`src/hdl/sqch_pkg.sv`:
```
// ---------------------------------------------------------------------------
// sqch_pkg
// Types, codes and tables of the square-wave sound channel.
// ---------------------------------------------------------------------------
package sqch_pkg;

  typedef enum logic [1:0] {
    OP_WRITE   = 2'd0,
    OP_TIMER   = 2'd1,
    OP_QUARTER = 2'd2,
    OP_HALF    = 2'd3
  } op_t;

  typedef enum logic [1:0] {
    REG_CTRL  = 2'd0,
    REG_SWEEP = 2'd1,
    REG_LO    = 2'd2,
    REG_HI    = 2'd3
  } reg_sel_t;

  typedef struct packed {
    logic [1:0] opcode;
    logic [1:0] reg_select;
    logic [7:0] write_data;
    logic       channel_enable;
  } in_item_t;

  typedef struct packed {
    logic [3:0] sample;
    logic       length_nonzero;
  } out_item_t;

  localparam logic [3:0]  VOL_MAX    = 4'd15;
  localparam logic [15:0] MIN_PERIOD = 16'd8;

  // bit n is the waveform level at duty step n
  localparam logic [7:0] DUTY_WAVE [4] = '{
    8'b0000_0010,
    8'b0000_0110,
    8'b0001_1110,
    8'b1111_1001
  };

  function automatic logic [7:0] length_lookup(input logic [4:0] idx);
    logic [7:0] val;
    case (idx)
      5'd0:  val = 8'd10;
      5'd1:  val = 8'd254;
      5'd2:  val = 8'd20;
      5'd3:  val = 8'd2;
      5'd4:  val = 8'd40;
      5'd5:  val = 8'd4;
      5'd6:  val = 8'd80;
      5'd7:  val = 8'd6;
      5'd8:  val = 8'd160;
      5'd9:  val = 8'd8;
      5'd10: val = 8'd60;
      5'd11: val = 8'd10;
      5'd12: val = 8'd14;
      5'd13: val = 8'd12;
      5'd14: val = 8'd26;
      5'd15: val = 8'd14;
      5'd16: val = 8'd12;
      5'd17: val = 8'd16;
      5'd18: val = 8'd24;
      5'd19: val = 8'd18;
      5'd20: val = 8'd48;
      5'd21: val = 8'd20;
      5'd22: val = 8'd96;
      5'd23: val = 8'd22;
      5'd24: val = 8'd192;
      5'd25: val = 8'd24;
      5'd26: val = 8'd72;
      5'd27: val = 8'd26;
      5'd28: val = 8'd16;
      5'd29: val = 8'd28;
      5'd30: val = 8'd32;
      default: val = 8'd30;
    endcase
    return val;
  endfunction

endpackage

```
`src/hdl/sqch_in_reg.sv`:
```
// ---------------------------------------------------------------------------
// sqch_in_reg
// Input request register; holds one request until the channel takes it.
// ---------------------------------------------------------------------------
module sqch_in_reg import sqch_pkg::*; (
  input  logic     clk,
  input  logic     rst,
  input  logic     in_valid,
  output logic     in_ready,
  input  in_item_t in_data,
  output logic     item_valid,
  input  logic     item_take,
  output in_item_t item
);

  logic     full;
  in_item_t data;

  assign in_ready   = !full || item_take;
  assign item_valid = full;
  assign item       = data;

  always_ff @(posedge clk) begin
    if (rst) begin
      full <= 1'b0;
    end else if (in_ready) begin
      full <= in_valid;
    end
  end

  always_ff @(posedge clk) begin
    if (in_valid && in_ready) begin
      data <= in_data;
    end
  end

endmodule

```
`src/hdl/sqch_state.sv`:
```
// ---------------------------------------------------------------------------
// sqch_state
// Channel state: timer, duty sequencer, envelope, sweep, length counter.
// Applies a request per cycle while apply is high; forms the level after it.
// ---------------------------------------------------------------------------
module sqch_state import sqch_pkg::*; (
  input  logic      clk,
  input  logic      rst,
  input  logic      apply,
  input  in_item_t  item,
  input  logic      ones_comp,
  output out_item_t result
);

  logic [15:0] period_reg, period_reg_next;
  logic [15:0] timer_count, timer_count_next;
  logic [2:0]  duty_step, duty_step_next;
  logic [1:0]  duty_mode, duty_mode_next;
  logic        length_halt, length_halt_next;
  logic [7:0]  length_count, length_count_next;
  logic        constant_volume, constant_volume_next;
  logic [3:0]  envelope_period, envelope_period_next;
  logic        envelope_start, envelope_start_next;
  logic [3:0]  envelope_divider, envelope_divider_next;
  logic [3:0]  decay_level, decay_level_next;
  logic        sweep_enabled, sweep_enabled_next;
  logic [2:0]  sweep_period, sweep_period_next;
  logic        sweep_negate, sweep_negate_next;
  logic [2:0]  sweep_shift, sweep_shift_next;
  logic        sweep_reload, sweep_reload_next;
  logic [2:0]  sweep_divider, sweep_divider_next;

  logic [15:0] delta;
  logic [15:0] swept;
  logic [3:0]  volume;
  logic        audible;

  assign delta = period_reg >> sweep_shift;
  assign swept = sweep_negate ? (period_reg - delta - {15'd0, ones_comp})
                              : (period_reg + delta);

  always_comb begin
    period_reg_next       = period_reg;
    timer_count_next      = timer_count;
    duty_step_next        = duty_step;
    duty_mode_next        = duty_mode;
    length_halt_next      = length_halt;
    length_count_next     = length_count;
    constant_volume_next  = constant_volume;
    envelope_period_next  = envelope_period;
    envelope_start_next   = envelope_start;
    envelope_divider_next = envelope_divider;
    decay_level_next      = decay_level;
    sweep_enabled_next    = sweep_enabled;
    sweep_period_next     = sweep_period;
    sweep_negate_next     = sweep_negate;
    sweep_shift_next      = sweep_shift;
    sweep_reload_next     = sweep_reload;
    sweep_divider_next    = sweep_divider;
    unique case (item.opcode)
      OP_WRITE: begin
        unique case (item.reg_select)
          REG_CTRL: begin
            duty_mode_next       = item.write_data[7:6];
            length_halt_next     = item.write_data[5];
            constant_volume_next = item.write_data[4];
            envelope_period_next = item.write_data[3:0];
          end
          REG_SWEEP: begin
            sweep_enabled_next = item.write_data[7];
            sweep_period_next  = item.write_data[6:4];
            sweep_negate_next  = item.write_data[3];
            sweep_shift_next   = item.write_data[2:0];
            sweep_reload_next  = 1'b1;
          end
          REG_LO: begin
            period_reg_next = {period_reg[15:8], item.write_data};
          end
          default: begin
            period_reg_next = {5'd0, item.write_data[2:0], period_reg[7:0]};
            if (item.channel_enable) begin
              length_count_next = length_lookup(item.write_data[7:3]);
            end
            duty_step_next      = 3'd0;
            envelope_start_next = 1'b1;
          end
        endcase
      end
      OP_TIMER: begin
        if (timer_count == 16'd0) begin
          timer_count_next = period_reg;
          duty_step_next   = duty_step + 3'd1;
        end else begin
          timer_count_next = timer_count - 16'd1;
        end
      end
      OP_QUARTER: begin
        if (envelope_start) begin
          envelope_start_next   = 1'b0;
          decay_level_next      = VOL_MAX;
          envelope_divider_next = envelope_period;
        end else if (envelope_divider == 4'd0) begin
          envelope_divider_next = envelope_period;
          if (decay_level != 4'd0) begin
            decay_level_next = decay_level - 4'd1;
          end else if (length_halt) begin
            decay_level_next = VOL_MAX;
          end
        end else begin
          envelope_divider_next = envelope_divider - 4'd1;
        end
      end
      default: begin
        if (!length_halt && length_count != 8'd0) begin
          length_count_next = length_count - 8'd1;
        end
        if (sweep_reload) begin
          sweep_divider_next = sweep_period;
          sweep_reload_next  = 1'b0;
        end else if (sweep_divider == 3'd0) begin
          sweep_divider_next = sweep_period;
          if (sweep_enabled && sweep_shift != 3'd0) begin
            period_reg_next = swept;
          end
        end else begin
          sweep_divider_next = sweep_divider - 3'd1;
        end
      end
    endcase
  end

  always_comb begin
    volume  = constant_volume_next ? envelope_period_next : decay_level_next;
    audible = (length_count_next != 8'd0) && (period_reg_next >= MIN_PERIOD) &&
              DUTY_WAVE[duty_mode_next][duty_step_next];
    result.sample         = audible ? volume : 4'd0;
    result.length_nonzero = (length_count_next != 8'd0);
  end

  always_ff @(posedge clk) begin
    if (rst) begin
      period_reg       <= '0;
      timer_count      <= '0;
      duty_step        <= '0;
      duty_mode        <= '0;
      length_halt      <= 1'b0;
      length_count     <= '0;
      constant_volume  <= 1'b0;
      envelope_period  <= '0;
      envelope_start   <= 1'b0;
      envelope_divider <= '0;
      decay_level      <= '0;
      sweep_enabled    <= 1'b0;
      sweep_period     <= '0;
      sweep_negate     <= 1'b0;
      sweep_shift      <= '0;
      sweep_reload     <= 1'b0;
      sweep_divider    <= '0;
    end else if (apply) begin
      period_reg       <= period_reg_next;
      timer_count      <= timer_count_next;
      duty_step        <= duty_step_next;
      duty_mode        <= duty_mode_next;
      length_halt      <= length_halt_next;
      length_count     <= length_count_next;
      constant_volume  <= constant_volume_next;
      envelope_period  <= envelope_period_next;
      envelope_start   <= envelope_start_next;
      envelope_divider <= envelope_divider_next;
      decay_level      <= decay_level_next;
      sweep_enabled    <= sweep_enabled_next;
      sweep_period     <= sweep_period_next;
      sweep_negate     <= sweep_negate_next;
      sweep_shift      <= sweep_shift_next;
      sweep_reload     <= sweep_reload_next;
      sweep_divider    <= sweep_divider_next;
    end
  end

endmodule

```
`src/hdl/sqch_out_reg.sv`:
```
// ---------------------------------------------------------------------------
// sqch_out_reg
// Result register; holds a result until the receiver takes it.
// ---------------------------------------------------------------------------
module sqch_out_reg import sqch_pkg::*; (
  input  logic      clk,
  input  logic      rst,
  input  logic      load,
  output logic      can_load,
  input  out_item_t result,
  output logic      out_valid,
  input  logic      out_ready,
  output out_item_t out_data
);

  logic      full;
  out_item_t data;

  assign can_load  = !full || out_ready;
  assign out_valid = full;
  assign out_data  = data;

  always_ff @(posedge clk) begin
    if (rst) begin
      full <= 1'b0;
    end else if (can_load) begin
      full <= load;
    end
  end

  always_ff @(posedge clk) begin
    if (load) begin
      data <= result;
    end
  end

endmodule

```
`src/hdl/square_wave_sound_channel_core.sv`:
```
// ---------------------------------------------------------------------------
// square_wave_sound_channel_core
// Square-wave sound channel: each request is a register write, a timer
// tick, a quarter-frame tick (envelope) or a half-frame tick (length and
// sweep); each request returns one result, the level after it and the
// length-counter status.
// Channels: in_valid/in_ready/in_data request, out_valid/out_ready/out_data
// result, cfg_wr_en/cfg_wr_data for the sweep negate mode bit.
// Path: an accepted request waits in the input register; once the result
// register can load, the state update and the result load happen
// together, and the result shows on out_data after that load.
// Throughput: one request per cycle while out_ready stays high.
// Stall: with out_ready low the result holds, one more request waits in the
// input register, then in_ready drops.
// Reset: all channel state and the negate mode bit clear, both registers
// empty.
// ---------------------------------------------------------------------------
module square_wave_sound_channel_core import sqch_pkg::*; (
  input  logic      clk,
  input  logic      rst,
  input  logic      in_valid,
  output logic      in_ready,
  input  in_item_t  in_data,
  output logic      out_valid,
  input  logic      out_ready,
  output out_item_t out_data,
  input  logic      cfg_wr_en,
  input  logic      cfg_wr_data
);

  logic      item_valid;
  logic      can_load;
  logic      advance;
  in_item_t  item;
  out_item_t result;
  logic      ones_comp;

  assign advance = item_valid && can_load;

  always_ff @(posedge clk) begin
    if (rst) begin
      ones_comp <= 1'b0;
    end else if (cfg_wr_en) begin
      ones_comp <= cfg_wr_data;
    end
  end

  sqch_in_reg u_in_reg (
    .clk        (clk),
    .rst        (rst),
    .in_valid   (in_valid),
    .in_ready   (in_ready),
    .in_data    (in_data),
    .item_valid (item_valid),
    .item_take  (advance),
    .item       (item)
  );

  sqch_state u_state (
    .clk       (clk),
    .rst       (rst),
    .apply     (advance),
    .item      (item),
    .ones_comp (ones_comp),
    .result    (result)
  );

  sqch_out_reg u_out_reg (
    .clk       (clk),
    .rst       (rst),
    .load      (advance),
    .can_load  (can_load),
    .result    (result),
    .out_valid (out_valid),
    .out_ready (out_ready),
    .out_data  (out_data)
  );

endmodule

```
`config.mk`:
```
export PLATFORM = sky130hd
export DESIGN_NAME = square_wave_sound_channel_core
export DESIGN_NICKNAME = d
export VERILOG_FILES = /design/src/hdl/sqch_pkg.sv /design/src/hdl/sqch_in_reg.sv /design/src/hdl/sqch_state.sv /design/src/hdl/sqch_out_reg.sv /design/src/hdl/square_wave_sound_channel_core.sv
export SDC_FILE = /design/constraint.sdc
export NUM_CORES = 1
export LEC_CHECK = 0
export ABC_AREA = 1
export BUFFER_PORTS_ARGS = -buffer_cell sky130_fd_sc_hd__buf_2
export CAP_MARGIN = 20
export CORE_MARGIN = 2
export CORE_UTILIZATION = 64
export CTS_CLUSTER_DIAMETER = 100
export DETAILED_ROUTE_END_ITERATION = 10
export PLACE_DENSITY = 0.82
export SYNTH_ARGS = -nofsm -noshare
export SYNTH_HDL_FRONTEND = slang
export SYNTH_SLANG_ARGS = --single-unit
```
`constraint.sdc`:
```
create_clock -name clk -period 4.26 [get_ports clk]
set_clock_uncertainty 0.05 [all_clocks]
set_input_delay 0.639 -clock clk [delete_from_list [all_inputs] [get_ports clk]]
set_output_delay 0.639 -clock clk [all_outputs]
set_load 0.02 [all_outputs]
```
==> impl_metrics.env <==
export IMPL_finalHoldViolCount=0
export IMPL_mostFrequentLayoutCells="319 x sky130_fd_sc_hd__nand2_1, 214 x sky130_fd_sc_hd__inv_1, 115 x sky130_fd_sc_hd__o21ai_0, 110 x sky130_fd_sc_hd__nand3_1, 109 x sky130_fd_sc_hd__nor2_1"
export IMPL_cts_tree="built"
export IMPL_postSynth_asyncResetShare=0
export IMPL_synth_sequential_area_ratio=0.257
export IMPL_slew_at_the_pin_closest_to_its_max_slew_limit_ps=834
export IMPL_setup_viol=0
export IMPL_r2r_start="u_state.period_reg[13]$_SDFFE_PP0P_"
export IMPL_syn_inst=1352
export IMPL_final_cell_area_mm2=0.00919
export IMPL_power_density_mw_per_mm2=316
export IMPL_synth_warning_count=0
export IMPL_drt_initial_drc_count=872
export IMPL_grt_first_pass_wirelength_um=38100
export IMPL_areaGrowthSynthToFinish_pct=8.08
export IMPL_number_of_nets_in_the_layout=1460
export IMPL_die_area_mm2=0.0142
export IMPL_grt_start_max_net_pins=51
export IMPL_netlist_top_cells_area="sky130_fd_sc_hd__dfxtp_1 19%, sky130_fd_sc_hd__nand2_1 14%, sky130_fd_sc_hd__inv_1 9.5%"
export IMPL_max_freq_ghz=0.250
export IMPL_slew_violations=0
export IMPL_final_antenna_net_count=0
export IMPL_power_switching_share=0.387
export IMPL_via_count=8855
export IMPL_groute_usage_overall=0.332
export IMPL_ctsRootBufferMaster="sky130_fd_sc_hd__clkbuf_16"
export IMPL_chipWidth_um=119
export IMPL_report_power_total_w=0.00291
export IMPL_setup_slack_after_placement_ps=249
export IMPL_core_area_mm2=0.0131
export IMPL_antenna_found_initial=0
export IMPL_critical_path_peak_fanout=5
export IMPL_layout_cells_most_common="sky130_fd_sc_hd__nand2_1"
export IMPL_p_clk_frac=0.278
export IMPL_number_of_drc_violations_after_detailed_routing=0
export IMPL_drt_vias_per_instance=5.69
export IMPL_pin_count=26
export IMPL_fp_row_count=42
export IMPL_netlist_cell_type_count=51
export IMPL_worstRegToRegCells=22
export IMPL_vdd_drop_max_mv=0.305
export IMPL_cts_buffer_depth=2
export IMPL_min_path_type="in2reg"
export IMPL_primary_flip_flop_cell_chosen_by_synthesis_mapping="sky130_fd_sc_hd__dfxtp_1"
export IMPL_sw_pwr_w=0.00112
export IMPL_run_status="finished, final reports clean"
export IMPL_gr_ovfl_total=0
export IMPL_layout_core_utilization=0.703
export IMPL_layout_drive_gt1_share=0.0768
export IMPL_number_of_global_route_vias_before_repair=8051
export IMPL_clock_sinks=100
export IMPL_layout_worst_path_cycle_share=0.939
export IMPL_drt_pass1_iter_count=7
export IMPL_power_frac_seq=0.365
export IMPL_wl_per_cell_um=15.0
export IMPL_min_path_cells=1
export IMPL_synth_fp_nets=1437
export IMPL_cell_internal_pwr_w=0.00178
export IMPL_worst_ep_required_time_ps=4330
export IMPL_place_congestion=1.01
export IMPL_netlist_top_cell_by_area="sky130_fd_sc_hd__dfxtp_1"
export IMPL_worst_ep_arrival_time_ps=4070
export IMPL_setup_worst_path_start_class="flop"
export IMPL_worstReg2RegEnd="u_out_reg.out_data[3]$_SDFFCE_PN0P_"
export IMPL_htree_num_levels=3
export IMPL_clk_insertion_delay_late_ps=360
export IMPL_reg2reg_slack_ps=260
export IMPL_initial_utilization=0.650
export IMPL_worst_hold_path_ep="u_in_reg.item[12]$_DFFE_PP_"
export IMPL_final_critical_path_setup_slack_ps=259
export IMPL_yosys_register_bits=100
export IMPL_pwr_share_comb=0.357
export IMPL_postRouteWirelength_um=23300
export IMPL_die_h_um=119
export IMPL_syn_area_per_cell_um2=6.29
export IMPL_cap_viol_max_count=0
export IMPL_diodes=0
export IMPL_path_clk_slew_ps=70
export IMPL_fin_crit_ps=4000
export IMPL_worst_setup_path_type="reg2reg"
export IMPL_leakage_power_summed_over_all_cells_nw=4.53
export IMPL_hold_start="in_data[12]"
export IMPL_post_synth_top_area_fraction=0.193
export IMPL_post_dp_cell_area_mm2=0.00888
export IMPL_timing_hold_ws_ps=396
export IMPL_port_buffers=25
export IMPL_total_half_perimeter_wirelength_after_legalization_and_detailed_placement_um=17900
export IMPL_synthesis_area_mm2=0.00851
export IMPL_timing_slew_headroom=0.443
export IMPL_critical_path_endpoint_type="flop"
export IMPL_synth_edf_count=18
export IMPL_cts_inserted_buffers=9
==> through the flow <==
step,TNS (ps),instances
2_1_floorplan,0,1352
3_5_place_dp,0,1537
5_1_grt,-55.3,1556
3_3_place_gp,0,1537
6_report,0,1556
4_1_cts,0,1553
==> repair_timing <==
item                                    CTS  global route
gates resized for setup                   0             6
hold buffers                              0             0
buffers inserted                          0             3
endpoints found under the hold margin     0             0
endpoints found under the setup margin    0             4
==> how the worst max path moves through the flow <==
stage / from / to / depth (start not counted)
after CTS: u_state.sweep_shift[0]$_SDFFE_PP0P_ / u_out_reg.out_data[3]$_SDFFCE_PN0P_ / 22
after global routing: u_state.sweep_shift[1]$_SDFFE_PP0P_ / u_out_reg.out_data[4]$_SDFFCE_PN0P_ / 21
after global placement: u_state.sweep_shift[0]$_SDFFE_PP0P_ / u_out_reg.out_data[2]$_SDFFCE_PN0P_ / 22
after detailed placement: u_state.sweep_shift[0]$_SDFFE_PP0P_ / u_out_reg.out_data[3]$_SDFFCE_PN0P_ / 22
final: u_state.period_reg[13]$_SDFFE_PP0P_ / u_out_reg.out_data[3]$_SDFFCE_PN0P_ / 22
after floorplan: u_state.sweep_shift[1]$_SDFFE_PP0P_ / u_out_reg.out_data[2]$_SDFFCE_PN0P_ / 24
==> power by group through the flow <==
stage / sequential, W / clock (W) / combinational [W]
after global routing: 0.00107 / 0.000846 / 0.00118
final: 0.00106 / 0.000808 / 0.00104
after CTS: 0.00106 / 0.000816 / 0.00102
after floorplan: 0.00107 / 0 / 0.000782
after detailed placement: 0.00108 / 0 / 0.00101
after global placement: 0.00108 / 0 / 0.000995
==> cell usage after synthesis (3+ instances only) <==
library cell                 n
sky130_fd_sc_hd__nand2_1   319
sky130_fd_sc_hd__inv_1     215
sky130_fd_sc_hd__o21ai_0   118
sky130_fd_sc_hd__nand3_1   110
sky130_fd_sc_hd__nor2_1    109
sky130_fd_sc_hd__a21oi_1   108
sky130_fd_sc_hd__dfxtp_1    82
sky130_fd_sc_hd__ha_1       63
sky130_fd_sc_hd__o211ai_1   32
sky130_fd_sc_hd__clkbuf_1   28
sky130_fd_sc_hd__edfxtp_1   18
sky130_fd_sc_hd__nand4_1    13
sky130_fd_sc_hd__nor3_1     11
sky130_fd_sc_hd__a31oi_1    10
sky130_fd_sc_hd__o21ai_1    10
sky130_fd_sc_hd__inv_2       9
sky130_fd_sc_hd__xor2_1      8
sky130_fd_sc_hd__mux2i_1     7
sky130_fd_sc_hd__nand2_2     7
sky130_fd_sc_hd__a211oi_1    5
sky130_fd_sc_hd__buf_2       5
sky130_fd_sc_hd__and2_1      4
sky130_fd_sc_hd__buf_1       4
sky130_fd_sc_hd__o22ai_1     4
sky130_fd_sc_hd__o31ai_1     4
sky130_fd_sc_hd__fa_1        3
sky130_fd_sc_hd__nand3b_1    3
sky130_fd_sc_hd__nor2_2      3
sky130_fd_sc_hd__or2_2       3
==> cells by family after synthesis <==
family | count (synthesis) | share of synthesized area
xor gates and xnor gates | 10 | 0.0103
adders and majority gates | 66 | 0.0997
AOI/OAI and AO/OA | 310 | 0.206
DFF | 100 | 0.257
muxes | 7 | 0.00824
buffers and inverters | 267 | 0.120
and+or+nand+nor | 592 | 0.299
==> critical path, stage by stage (launching register included) <==
cell and delay, ps:
sky130_fd_sc_hd__dfxtp_1 490, sky130_fd_sc_hd__inv_1 160, sky130_fd_sc_hd__o21ai_0 240, sky130_fd_sc_hd__o21ai_0 170, sky130_fd_sc_hd__o21ai_0 300, sky130_fd_sc_hd__buf_4 180
sky130_fd_sc_hd__ha_1 230, sky130_fd_sc_hd__inv_1 140, sky130_fd_sc_hd__ha_1 300, sky130_fd_sc_hd__nand2_1 110, sky130_fd_sc_hd__inv_1 60, sky130_fd_sc_hd__nand2_1 60
sky130_fd_sc_hd__nand2_1 60, sky130_fd_sc_hd__a21oi_1 160, sky130_fd_sc_hd__nand3_1 90, sky130_fd_sc_hd__nand3_1 130, sky130_fd_sc_hd__nand3_1 120, sky130_fd_sc_hd__a21oi_1 180
sky130_fd_sc_hd__nand2_1 70, sky130_fd_sc_hd__nor2_1 130, sky130_fd_sc_hd__nand2_1 150, sky130_fd_sc_hd__nand2_2 120, sky130_fd_sc_hd__nor2_1 50
==> layout make-up <==
class,instances,area [µm²]
sequential,100,2180
tap,176,220
inverter,228,865
clock inverter,5,43.8
timing repair buffer,51,333
fill,1176,3890
multi-input combinational,985,5310
clock buffer,11,243
==> per-layer routing <==
metal	vias up	part of all wire	track usage
met5	-	0	0
met4	0	0.034	0.137
met3	56	0.068	0.0469
met2	337	0.47	0.560
met1	3974	0.43	0.425
li1	4488	-	-
Note: power is estimated with default switching activity, not from simulation.
